==> src/hw/rtl/lbphm_pkg.sv <==
// Package for the peak-hold LED bar meter: widths, reset values, register
// indexes and command codes for the top level; the segment decoder uses its widths.
// No dependencies.
package lbphm_pkg;

  // Default geometry and fixed point format
  localparam int MAX_SEGMENTS    = 64;
  localparam int LEVEL_FRAC_BITS = 15;
  localparam int MIN_SEGMENTS    = 4;

  // Fixed field widths
  localparam int LEVEL_W    = 16;
  localparam int LEVEL_IN_W = 17;
  localparam int SEG_CNT_W  = 7;
  localparam int CMD_W      = 2;

  // Configuration port
  localparam int APB_DATA_W = 32;
  localparam int APB_ADDR_W = 5;
  localparam int REG_IDX_W  = 3;

  // Register reset values
  localparam logic [SEG_CNT_W-1:0] RST_SEGMENT_COUNT = 7'd16;
  localparam logic [LEVEL_W-1:0]   RST_YELLOW_START  = 16'd22938;
  localparam logic [LEVEL_W-1:0]   RST_RED_START     = 16'd29491;
  localparam logic [LEVEL_W-1:0]   RST_FALL_STEP     = 16'd16;
  localparam logic [LEVEL_W-1:0]   RST_HOLD_TICKS    = 16'd90;
  localparam logic                 RST_RMS_ENABLE    = 1'b1;

  typedef enum logic [REG_IDX_W-1:0] {
    REG_SEGMENT_COUNT = 3'd0,
    REG_YELLOW_START  = 3'd1,
    REG_RED_START     = 3'd2,
    REG_FALL_STEP     = 3'd3,
    REG_HOLD_TICKS    = 3'd4,
    REG_RMS_ENABLE    = 3'd5
  } reg_idx_t;

  typedef enum logic [CMD_W-1:0] {
    CMD_PEAK = 2'd0,
    CMD_RMS  = 2'd1,
    CMD_TICK = 2'd2
  } cmd_t;

endpackage

==> src/hw/rtl/led_bar_peak_hold_meter_unit.sv <==
// Top level of the peak-hold LED bar meter: configuration registers, level
// state, count stage and output register. Depends on lbphm_pkg and
// lbphm_seg_decode.
//
//   channel | direction | handshake             | payload
//   --------+-----------+-----------------------+-----------------------------------
//   in_     | sink      | in_valid / in_stall   | in_command, in_level_in
//   out_    | source    | out_valid / out_stall | out_*_lit masks, marker, peak, held
//   cfg     | APB slave | psel/penable/pready   | paddr, pwdata, prdata
//
// One request per cycle is accepted while in_stall is low. A result reaches the
// output register through the level state update, the level-to-count multiply
// and the segment decode, each of which takes one register stage.
// Reset (rst_n low, synchronous) restores register defaults and clears all levels.
// A stalled output holds its result; the two inner stages keep filling, and
// in_stall rises only once the stage behind the level state is also full.
module led_bar_peak_hold_meter_unit #(
  parameter int MaxSegments   = lbphm_pkg::MAX_SEGMENTS,
  parameter int LevelFracBits = lbphm_pkg::LEVEL_FRAC_BITS
) (
  input  logic                                    clk,
  input  logic                                    rst_n,
  // request channel
  input  logic                                    in_valid,
  output logic                                    in_stall,
  input  logic [lbphm_pkg::CMD_W-1:0]             in_command,
  input  logic signed [lbphm_pkg::LEVEL_IN_W-1:0] in_level_in,
  // result channel
  output logic                                    out_valid,
  input  logic                                    out_stall,
  output logic [MaxSegments-1:0]                  out_green_lit,
  output logic [MaxSegments-1:0]                  out_yellow_lit,
  output logic [MaxSegments-1:0]                  out_red_lit,
  output logic [MaxSegments-1:0]                  out_rms_lit,
  output logic [$clog2(MaxSegments)-1:0]          out_marker_segment,
  output logic [lbphm_pkg::LEVEL_W-1:0]           out_peak_out,
  output logic [lbphm_pkg::LEVEL_W-1:0]           out_held_out,
  // configuration port
  input  logic                                    psel,
  input  logic                                    penable,
  input  logic                                    pwrite,
  input  logic [lbphm_pkg::APB_ADDR_W-1:0]        paddr,
  input  logic [lbphm_pkg::APB_DATA_W-1:0]        pwdata,
  output logic [lbphm_pkg::APB_DATA_W-1:0]        prdata,
  output logic                                    pready
);

  localparam int LW     = lbphm_pkg::LEVEL_W;
  localparam int CNT_W  = $clog2(MaxSegments+1);
  localparam int MRK_W  = $clog2(MaxSegments);
  localparam int THR_W  = LW + CNT_W;
  localparam int PROD_W = LW + CNT_W;
  localparam int DW     = lbphm_pkg::APB_DATA_W;

  localparam logic [LW-1:0] LEVEL_ONE  = LW'(1) << LevelFracBits;
  localparam logic [LW-1:0] LEVEL_HALF = LEVEL_ONE >> 1;

  // ---------------------------------------------------------------------------
  // Configuration registers
  // ---------------------------------------------------------------------------
  logic [lbphm_pkg::SEG_CNT_W-1:0] seg_cnt_r;
  logic [LW-1:0]                   yel_start_r;
  logic [LW-1:0]                   red_start_r;
  logic [LW-1:0]                   fall_step_r;
  logic [LW-1:0]                   hold_ticks_r;
  logic                            rms_en_r;

  lbphm_pkg::reg_idx_t reg_idx;
  logic                cfg_wr;

  assign reg_idx = lbphm_pkg::reg_idx_t'(paddr[lbphm_pkg::APB_ADDR_W-1:2]);
  assign pready  = 1'b1;
  assign cfg_wr  = psel & penable & pwrite & pready;

  always_ff @(posedge clk) begin
    if (!rst_n) begin
      seg_cnt_r    <= lbphm_pkg::RST_SEGMENT_COUNT;
      yel_start_r  <= lbphm_pkg::RST_YELLOW_START;
      red_start_r  <= lbphm_pkg::RST_RED_START;
      fall_step_r  <= lbphm_pkg::RST_FALL_STEP;
      hold_ticks_r <= lbphm_pkg::RST_HOLD_TICKS;
      rms_en_r     <= lbphm_pkg::RST_RMS_ENABLE;
    end else if (cfg_wr) begin
      case (reg_idx)
        lbphm_pkg::REG_SEGMENT_COUNT: seg_cnt_r    <= pwdata[lbphm_pkg::SEG_CNT_W-1:0];
        lbphm_pkg::REG_YELLOW_START:  yel_start_r  <= pwdata[LW-1:0];
        lbphm_pkg::REG_RED_START:     red_start_r  <= pwdata[LW-1:0];
        lbphm_pkg::REG_FALL_STEP:     fall_step_r  <= pwdata[LW-1:0];
        lbphm_pkg::REG_HOLD_TICKS:    hold_ticks_r <= pwdata[LW-1:0];
        lbphm_pkg::REG_RMS_ENABLE:    rms_en_r     <= pwdata[0];
        default: ;
      endcase
    end
  end

  always_comb begin
    case (reg_idx)
      lbphm_pkg::REG_SEGMENT_COUNT: prdata = DW'(seg_cnt_r);
      lbphm_pkg::REG_YELLOW_START:  prdata = DW'(yel_start_r);
      lbphm_pkg::REG_RED_START:     prdata = DW'(red_start_r);
      lbphm_pkg::REG_FALL_STEP:     prdata = DW'(fall_step_r);
      lbphm_pkg::REG_HOLD_TICKS:    prdata = DW'(hold_ticks_r);
      lbphm_pkg::REG_RMS_ENABLE:    prdata = DW'(rms_en_r);
      default:                      prdata = '0;
    endcase
  end

  // Segment total, saturated to the supported range
  logic [CNT_W-1:0] seg_n;

  always_comb begin
    if (seg_cnt_r < lbphm_pkg::SEG_CNT_W'(lbphm_pkg::MIN_SEGMENTS)) begin
      seg_n = CNT_W'(lbphm_pkg::MIN_SEGMENTS);
    end else if (seg_cnt_r > lbphm_pkg::SEG_CNT_W'(MaxSegments)) begin
      seg_n = CNT_W'(MaxSegments);
    end else begin
      seg_n = seg_cnt_r[CNT_W-1:0];
    end
  end

  // Zone thresholds scaled by N, so a segment top (i+1)*ONE compares exactly.
  // Config must change only while idle (not enforced), so these settle before use.
  logic [THR_W-1:0] yel_thr_r;
  logic [THR_W-1:0] red_thr_r;

  always_ff @(posedge clk) begin
    yel_thr_r <= THR_W'(yel_start_r) * THR_W'(seg_n);
    red_thr_r <= THR_W'(red_start_r) * THR_W'(seg_n);
  end

  // ---------------------------------------------------------------------------
  // Stage handshake: level state -> counts -> output register
  // ---------------------------------------------------------------------------
  logic s1_v_r, s1_v_nxt;
  logic s2_v_r, s2_v_nxt;
  logic out_v_r, out_v_nxt;
  logic in_acc, s2_take, out_take;

  assign out_take = s2_v_r & (~out_v_r | ~out_stall);
  assign s2_take  = s1_v_r & (~s2_v_r | out_take);
  assign in_stall = s1_v_r & ~s2_take;
  assign in_acc   = in_valid & ~in_stall;

  always_comb begin
    s1_v_nxt  = in_acc | (s1_v_r & ~s2_take);
    s2_v_nxt  = s2_take | (s2_v_r & ~out_take);
    out_v_nxt = out_take | (out_v_r & out_stall);
  end

  always_ff @(posedge clk) begin
    if (!rst_n) begin
      s1_v_r  <= 1'b0;
      s2_v_r  <= 1'b0;
      out_v_r <= 1'b0;
    end else begin
      s1_v_r  <= s1_v_nxt;
      s2_v_r  <= s2_v_nxt;
      out_v_r <= out_v_nxt;
    end
  end

  assign out_valid = out_v_r;

  // ---------------------------------------------------------------------------
  // Stage 1: level state update at request accept
  // ---------------------------------------------------------------------------
  logic [LW-1:0] peak_r, peak_nxt;
  logic [LW-1:0] rms_r, rms_nxt;
  logic [LW-1:0] held_r, held_nxt;
  logic [LW-1:0] hold_rem_r, hold_rem_nxt;

  logic [LW-1:0] lvl;
  logic [LW-1:0] peak_dec;
  logic [LW:0]   drop;
  logic [LW-1:0] held_dec;

  always_comb begin
    // Clamp the signed sample to 0..ONE
    if (in_level_in[lbphm_pkg::LEVEL_IN_W-1]) begin
      lvl = '0;
    end else if (in_level_in[LW-1:0] > LEVEL_ONE) begin
      lvl = LEVEL_ONE;
    end else begin
      lvl = in_level_in[LW-1:0];
    end

    peak_dec = (peak_r > fall_step_r) ? (peak_r - fall_step_r) : '0;
    drop     = {fall_step_r, 1'b0};
    held_dec = ({1'b0, held_r} > drop) ? LW'({1'b0, held_r} - drop) : '0;

    peak_nxt     = peak_r;
    rms_nxt      = rms_r;
    held_nxt     = held_r;
    hold_rem_nxt = hold_rem_r;

    if (in_acc) begin
      case (lbphm_pkg::cmd_t'(in_command))
        lbphm_pkg::CMD_PEAK: begin
          // A sample at or above the peak takes over and restarts the hold
          if (lvl >= peak_r) begin
            peak_nxt     = lvl;
            held_nxt     = lvl;
            hold_rem_nxt = hold_ticks_r;
          end
        end
        lbphm_pkg::CMD_RMS: begin
          rms_nxt = lvl;
        end
        lbphm_pkg::CMD_TICK: begin
          peak_nxt = peak_dec;
          if (hold_rem_r != '0) begin
            hold_rem_nxt = hold_rem_r - LW'(1);
          end else begin
            // Hold expired: fall twice as fast, but never under the peak
            held_nxt = (held_dec > peak_dec) ? held_dec : peak_dec;
          end
        end
        default: ;
      endcase
    end
  end

  always_ff @(posedge clk) begin
    if (!rst_n) begin
      peak_r     <= '0;
      rms_r      <= '0;
      held_r     <= '0;
      hold_rem_r <= '0;
    end else begin
      peak_r     <= peak_nxt;
      rms_r      <= rms_nxt;
      held_r     <= held_nxt;
      hold_rem_r <= hold_rem_nxt;
    end
  end

  // ---------------------------------------------------------------------------
  // Stage 2: levels to segment counts, round half up
  // ---------------------------------------------------------------------------
  function automatic logic [CNT_W-1:0] level_count(input logic [LW-1:0] level,
                                                   input logic [CNT_W-1:0] n);
    logic [PROD_W-1:0] sum;
    logic [CNT_W:0]    c;
    sum = PROD_W'(level) * PROD_W'(n) + PROD_W'(LEVEL_HALF);
    c   = sum[LevelFracBits +: CNT_W+1];
    return (c > {1'b0, n}) ? n : c[CNT_W-1:0];
  endfunction

  logic [CNT_W-1:0] lit_peak_r, lit_rms_r;
  logic [MRK_W-1:0] marker_r;
  logic [LW-1:0]    s2_peak_r, s2_held_r;
  logic [CNT_W-1:0] held_cnt;
  logic [CNT_W-1:0] last_seg;
  logic [CNT_W-1:0] marker_full;

  always_comb begin
    held_cnt    = level_count(held_r, seg_n);
    last_seg    = seg_n - CNT_W'(1);
    marker_full = (held_cnt > last_seg) ? last_seg : held_cnt;
  end

  always_ff @(posedge clk) begin
    if (s2_take) begin
      lit_peak_r <= level_count(peak_r, seg_n);
      lit_rms_r  <= level_count(rms_r, seg_n);
      marker_r   <= marker_full[MRK_W-1:0];
      s2_peak_r  <= peak_r;
      s2_held_r  <= held_r;
    end
  end

  // ---------------------------------------------------------------------------
  // Stage 3: segment decode into the output register
  // ---------------------------------------------------------------------------
  logic [MaxSegments-1:0] green_mask, yellow_mask, red_mask, rms_mask;

  lbphm_seg_decode #(
    .MaxSegments  (MaxSegments),
    .LevelFracBits(LevelFracBits)
  ) u_seg_decode (
    .lit_peak   (lit_peak_r),
    .lit_rms    (lit_rms_r),
    .rms_en     (rms_en_r),
    .yellow_thr (yel_thr_r),
    .red_thr    (red_thr_r),
    .green_mask (green_mask),
    .yellow_mask(yellow_mask),
    .red_mask   (red_mask),
    .rms_mask   (rms_mask)
  );

  always_ff @(posedge clk) begin
    if (out_take) begin
      out_green_lit      <= green_mask;
      out_yellow_lit     <= yellow_mask;
      out_red_lit        <= red_mask;
      out_rms_lit        <= rms_mask;
      out_marker_segment <= marker_r;
      out_peak_out       <= s2_peak_r;
      out_held_out       <= s2_held_r;
    end
  end

  // ---------------------------------------------------------------------------
  // Assertions
  // ---------------------------------------------------------------------------
  a_held_not_below_peak: assert property (@(posedge clk) disable iff (!rst_n)
    held_r >= peak_r)
    else $error("held level dropped below peak level");

  a_stall_only_when_full: assert property (@(posedge clk) disable iff (!rst_n)
    in_stall |-> s1_v_r)
    else $error("input stalled with empty state stage");

  a_count_within_n: assert property (@(posedge clk) disable iff (!rst_n)
    s2_v_r |-> (lit_peak_r <= seg_n && lit_rms_r <= seg_n))
    else $error("segment count exceeds segment total");

  a_zones_disjoint: assert property (@(posedge clk) disable iff (!rst_n)
    out_v_r |-> ((out_green_lit & out_yellow_lit) == '0 &&
                 (out_green_lit & out_red_lit) == '0 &&
                 (out_yellow_lit & out_red_lit) == '0))
    else $error("segment lit in more than one color zone");

endmodule

==> src/hw/rtl/lbphm_seg_decode.sv <==
// Segment decoder: turns lit counts and zone thresholds into color masks
// and the RMS overlay mask. Depends on lbphm_pkg.
module lbphm_seg_decode #(
  parameter int MaxSegments   = lbphm_pkg::MAX_SEGMENTS,
  parameter int LevelFracBits = lbphm_pkg::LEVEL_FRAC_BITS
) (
  input  logic [$clog2(MaxSegments+1)-1:0]                   lit_peak,
  input  logic [$clog2(MaxSegments+1)-1:0]                   lit_rms,
  input  logic                                               rms_en,
  input  logic [lbphm_pkg::LEVEL_W+$clog2(MaxSegments+1)-1:0] yellow_thr,
  input  logic [lbphm_pkg::LEVEL_W+$clog2(MaxSegments+1)-1:0] red_thr,
  output logic [MaxSegments-1:0]                             green_mask,
  output logic [MaxSegments-1:0]                             yellow_mask,
  output logic [MaxSegments-1:0]                             red_mask,
  output logic [MaxSegments-1:0]                             rms_mask
);

  localparam int CNT_W = $clog2(MaxSegments+1);
  localparam int THR_W = lbphm_pkg::LEVEL_W + CNT_W;

  // Each segment is judged by its top edge (i+1)/N against the scaled thresholds
  for (genvar i = 0; i < MaxSegments; i++) begin : g_seg
    logic [THR_W-1:0] top;
    logic             lit;
    logic             in_red;
    logic             in_yel;

    assign top    = THR_W'(i + 1) << LevelFracBits;
    assign lit    = CNT_W'(i) < lit_peak;
    assign in_red = top >= red_thr;
    assign in_yel = top >= yellow_thr;

    assign red_mask[i]    = lit & in_red;
    assign yellow_mask[i] = lit & ~in_red & in_yel;
    assign green_mask[i]  = lit & ~in_red & ~in_yel;
    assign rms_mask[i]    = rms_en & (CNT_W'(i) < lit_rms);
  end

endmodule
==> config.mk <==
export PLATFORM = sky130hd
export DESIGN_NAME = led_bar_peak_hold_meter_unit
export DESIGN_NICKNAME = d
export VERILOG_FILES = /design/src/hw/rtl/lbphm_pkg.sv /design/src/hw/rtl/led_bar_peak_hold_meter_unit.sv /design/src/hw/rtl/lbphm_seg_decode.sv
export SDC_FILE = /design/constraint.sdc
export NUM_CORES = 2
export LEC_CHECK = 0
export BUFFER_PORTS_ARGS = -buffer_cell sky130_fd_sc_hd__clkbuf_2
export CELL_PAD_IN_SITES_DETAIL_PLACEMENT = 1
export CELL_PAD_IN_SITES_GLOBAL_PLACEMENT = 1
export CORE_UTILIZATION = 41
export CTS_CLUSTER_DIAMETER = 100
export DETAILED_ROUTE_END_ITERATION = 8
export PLACE_DENSITY_LB_ADDON = 0.1
export SKIP_LAST_GASP = 1
export SYNTH_ARGS = -nofsm -noshare
export SYNTH_HDL_FRONTEND = slang
export SYNTH_HIERARCHICAL = 1
export SYNTH_SLANG_ARGS = --single-unit
==> constraint.sdc <==
create_clock -name clk -period 27.2 [get_ports clk]
set_input_delay 5.44 -clock clk [delete_from_list [all_inputs] [get_ports clk]]
set_output_delay 5.44 -clock clk [all_outputs]
set_load 0.05 [all_outputs]
== Word level (Yosys, flattened, before mapping) ==
Cells that the tools add are included.
Widths: inputs -> output; s select.

* Bits in registers: 531
* Input bits: 63
* Output and inout bits: 329
* Word-level logic and storage cells: 816

* Add/subtract/negate cells: 7
* $mul: 5
* $lt $le $gt $ge: 267
* Eq/ne operators: 10
* Mux-type cells: 19
* Bitwise operators: 467
* Reductions and logical operators: 14

{| class="wikitable"
|+ Operators with widths
! cell !! count
|-
| $ge 21x23->1 const A || 64
|-
| $ge 20x23->1 const A || 32
|-
| $lt 6x7->1 const A || 64
|-
| $ge 19x23->1 const A || 16
|-
| $and 1x1->1 || 328
|-
| $lt 5x7->1 const A || 32
|-
| $ge 18x23->1 const A || 8
|-
| $mux 16 || 9
|-
| $not 1->1 || 134
|-
| $mul 16x7->23 || 5
|-
| $lt 4x7->1 const A || 16
|-
| $pmux 16 s2 || 3
|-
| $pmux 16 s6 || 1
|-
| $ge 17x23->1 const A || 4
|-
| $add 23x15->23 const B || 3
|-
| $lt 3x7->1 const A || 8
|-
| $ge 16x23->1 const A || 2
|-
| $ge 22x23->1 const A || 2
|-
| $mux 7 || 5
|-
| $gt 16x16->1 || 2
|-
| $sub 16x16->16 || 2
|-
| $lt 1x7->1 const A || 4
|-
| $lt 2x7->1 const A || 4
|-
| $gt 8x7->1 || 3
|-
| other kinds (23) || 38
|}

== Depth between registers and ports, before layout ==
* Word-level depth: 10
* Depth in mapped cells: 43
* Mapped depth without buffers: 39

== Cells and area by module ==
Netlist, hierarchy kept.

{| class="wikitable"
|+ By module, submodules not included
! module !! times used !! cells each !! area an instance (um^2) !! seq. area each (um^2)
|-
| led_bar_peak_hold_meter_unit || 1 || 3615 || 37462.2 || 14093.5
|-
| lbphm_seg_decode || 1 || 837 || 4533.1 || 0.0
|}

== Worst setup path after synthesis ==
No wires, ideal clock.

* Kind: input to register
* Start: input port out_stall
* End: register out_green_lit[0], enable pin
* Setup time: 1.402 ns
* Arrival time: 26.515 ns
* Data required time: 25.798 ns
* Slack: -0.717 ns
* Stages on the path: 1
* Path buffers: 0
* Path through: a21boi_0

* Longest elaborated chain between the ends: 3

{| class="wikitable"
|+ RTL lines
! item !! line !! source
|-
| from (decl) || led_bar_peak_hold_meter_unit.sv:30 || <nowiki>input logic out_stall,</nowiki>
|-
| $not 1->1 || led_bar_peak_hold_meter_unit.sv:139 || <nowiki>assign out_take = s2_v_r & (~out_v_r | ~out_stall);</nowiki>
|-
| $or 1x1->1 || led_bar_peak_hold_meter_unit.sv:139 ||
|-
| $and 1x1->1 || led_bar_peak_hold_meter_unit.sv:139 ||
|-
| to (signal assigned) || led_bar_peak_hold_meter_unit.sv:294 || <nowiki>out_green_lit <= green_mask;</nowiki>
|-
| to (decl) || led_bar_peak_hold_meter_unit.sv:31 || <nowiki>output logic [MaxSegments-1:0] out_green_lit,</nowiki>
|}

Every way passes these cells.
A chain may end at the register's enable or synchronous reset.

== Worst setup path after layout ==
* Start: input port paddr[3] in the netlist's numbering
* End: output port prdata[15] in the netlist's numbering

* Longest elaborated chain between the ends: 2
* Elaborated cells on any way between the ends: 7
* Those cells by class: 5 x eq/ne; 1 x mux; 1 x reduce/logical

{| class="wikitable"
|+ RTL lines
! item !! line !! source
|-
| from (decl) || led_bar_peak_hold_meter_unit.sv:42 || <nowiki>input logic [lbphm_pkg::APB_ADDR_W-1:0] paddr,</nowiki>
|-
| $eq 3x3->1 (tied with other cells) || led_bar_peak_hold_meter_unit.sv:97 || <nowiki>case (reg_idx)</nowiki>
|-
| $pmux 16 s6 * || led_bar_peak_hold_meter_unit.sv:97 ||
|-
| to (decl) || led_bar_peak_hold_meter_unit.sv:44 || <nowiki>output logic [lbphm_pkg::APB_DATA_W-1:0] prdata,</nowiki>
|}

Every way passes the cells marked *; elsewhere a longest branch is shown, timed or not.

==> flow_metrics.tcl <==
set metrics [dict create \
    crit_fanout 29 \
    drtAntennaViolNets 0 \
    final_nets 5417 \
    cts_setup_buffers 0 \
    first_pass_iters 5 \
    yosys.cell_types.count 97 \
    wl_microns 140000 \
    min_period_ns 12.79 \
    ys_seq_area_share_pct 33.6 \
    wl_per_cell_microns 22.9 \
    die_width_microns 322 \
    cp_num_buf_inv 2 \
    synth_area_sq_um 42000 \
    tritoncts "yes" \
    io_buffers 356 \
    clkTransAtPathRegs_ns 0.06 \
    grt_overflow 0 \
    drtIter0Drc 2133 \
    crit_chain "clkbuf_2 -> nor2b_1 -> a22oi_1 -> o21ai_0 -> clkbuf_2" \
    vias 33800 \
    ys_async_sr_fraction_pct 0 \
    htree_num_levels 2 \
    intPower_uw 1510 \
    cp_common_cell "clkbuf_2" \
    ff2ff_setup_slack_ns 17.35 \
    cpPeakStageDelay_ns 0.58 \
    antenna_found_initial 3 \
    post-synth-top-area-cell "edfxtp_1" \
    wl_met2_microns 64900 \
    swShare_pct 32.1 \
    met1Wirelength_microns 64200 \
    yosysMostFrequentCell "nand2_1" \
    ios 392 \
    path_class "primary input to primary output" \
    power.share.combinational_pct 21.1 \
    rows 117 \
    worstMarginPinSlew_ns 1.25 \
    yosys_warnings 6 \
    drv_cap 0 \
    power_switching_uw 716 \
    worst_ep_required_time_ns 21.76 \
    fin_skew_ns 0.0461 \
    rsz0062_at_grt "no" \
    pwr-share-clk_pct 37.4 \
    route.met3.wl_microns 6720 \
    cts_hold_buf 0 \
    ys_ff_latch 531 \
    status "finished clean" \
    synthCells 4452 \
    hold_viol 0 \
    fmax_ghz 0.0782 \
    core_sq_um 102000 \
    die_h_microns 322 \
    viasPerCell 5.54 \
    synth_common_cells "nand2_1 (649), inv_1 (411), fa_1 (347), edfxtp_1 (346), ha_1 (325)" \
    synth.top_cell.area_share_pct 24.7 \
    startpoint_type "primary input" \
    numCtsBuffers 60 \
    drv_slew 0 \
    clk-insertion-delay-late_ns 0.70 \
    grt.total_usage_pct 27.0 \
    grt_max_degree 84 \
    routed.top_layer "met4" \
    synth_enable_flop_cells 346 \
    p_seq_share_pct 41.5 \
    tns_ns 0 \
    cts_buffer_depth 3 \
    drc 0 \
    grt_pass1_wl_microns 214000 \
    relSlewSlack_pct 16.1 \
    area_growth_syn_to_layout_pct 12.0 \
    cts_num_sinks 531 \
    dpl.hpwl_microns 108000 \
    final_cells 6104 \
    dp.cells 5988 \
    synth_area_leaders "edfxtp_1 (25%), fa_1 (17%), ha_1 (9.7%), dfxtp_1 (8.8%), nand2_1 (5.8%)" \
    cp_top_family "buffers and inverters" \
    fillers 11700 \
    finalWeightedCongestion 0.949 \
    setup_viol 0 \
    arrival_ns 7.35 \
    power.density_nw_per_um2 47.4 \
    finalCritPeriodShare_pct 47.0 \
    drive_gt1_share_pct 12.6 \
    yosys_most_used_dff "edfxtp_1" \
    peakVddDrop_uv 45.3 \
    setup.worst_path.end_class "primary output" \
    initial_core_util_pct 41.3 \
    dieArea_sq_um 104000 \
    hold_class "flop to flop" \
    first_global_vias 34800 \
    leakage_uw 0.0214 \
    crit_slowest_cell "clkbuf_2" \
    root_buffer "clkbuf_16" \
    cts_resized 0 \
    syn_avg_cell_area_sq_um 9.43 \
]
state kept, by name, indices dropped and copies added, names as in the netlist, 6 cells and up:
register / count
out_marker_segment: 6
held_r: 16
rms_r: 16
red_thr_r: 23
peak_r: 16
out_held_out: 16
lit_rms_r: 7
out_red_lit: 64
hold_rem_r: 16
out_green_lit: 64
lit_peak_r: 7
out_yellow_lit: 64
seg_cnt_r: 7
red_start_r: 16
yel_start_r: 16
marker_r: 6
s2_held_r: 16
fall_step_r: 16
out_peak_out: 16
s2_peak_r: 16
hold_ticks_r: 16
out_rms_lit: 64
yel_thr_r: 23
stage by stage:
stage	worst slack, ns	hold slack (ns)	utilization, %	area (sq um)	power [uW]
2_1_floorplan	7.62	0.400	-	42100	1270
3_3_place_gp	14.48	0.402	44.3	45000	1400
3_5_place_dp	14.46	0.405	44.3	45000	1410
4_1_cts	14.45	0.415	46.3	47000	2250
5_1_grt	14.28	0.422	46.3	47000	2330
6_report	14.41	0.410	46.3	47000	2230
metal layers:
| metal | vias up | global-route usage [%] |
|---|---|---|
| met3 | 211 | 2.54 |
| met5 | - | 0 |
| li1 | 15600 | - |
| met1 | 17200 | 37.6 |
| met2 | 904 | 44.4 |
| met4 | 0 | 8.12 |
placed cells by master (no fill, tap or decap), types with 17 or more instances in the layout:
master     Yosys  routed
nand2_1      649     649
mux2i_1       25      25
a21o_1        46      46
inv_1        411     411
nor2_1       317     316
nor2b_1       64      59
and3_1        26      25
clkbuf_2       1     356
o21a_1        41      41
nor4_1        29      27
nand4_1       25      25
ha_1         325     325
xor2_1        33      33
nor3_1        64      64
nand2b_1      39      38
or3_1         17      17
a31oi_1       41      41
nor3b_1       27      27
a21oi_1      282     282
clkbuf_16      0      60
and2_1       235     235
o211ai_1      38      38
conb_1         2      17
a211oi_1      32      32
clkinv_2       0      17
nand3_1       88      88
edfxtp_1     346     346
buf_4         19      50
fa_1         347     347
o21ai_0      139     139
o22ai_1       18      18
xnor2_1       52      52
dfxtp_1      185     184
power by group through the flow:
stage	Clock, uW	Sequential, uW	Combinational (uW)
5_1_grt	880	929	516
6_report	834	927	470
3_5_place_dp	0	943	466
4_1_cts	855	926	468
3_3_place_gp	0	943	459
2_1_floorplan	0	972	301
area by class of cell:
type	instances	area, sq um	share of cell area, %
multi-input cells	3268	25500	54.1
flip-flops and latches	531	14100	30.0
repair buffers	406	2160	4.59
well taps	1368	1710	3.64
clock buffers	72	1580	3.35
inverters	415	1560	3.31
clock inverters	41	467	0.992
diodes	3	7.51	0.0160
cell families after synthesis:
group	Yosys count	synth area share [%]
and+or+nand+nor	1646	18.7
AOI/OAI and AO/OA	794	12.0
adders and majority gates	672	26.2
buffers and inverters	668	6.16
DFF	531	33.6
xor gates and xnor gates	85	1.77
muxes	54	1.51
other	2	0.0179
worst paths after layout:
path | startpoint | end | cells past startpoint
min | s2_peak_r[2] | out_peak_out[2] | 0
max | paddr[3] | prdata[15] | 5
min reg2reg | s2_peak_r[2] | out_peak_out[2] | 0
max reg2reg | seg_cnt_r[6] | marker_r[2] | 37
Note: power is estimated with default switching activity, not from simulation.
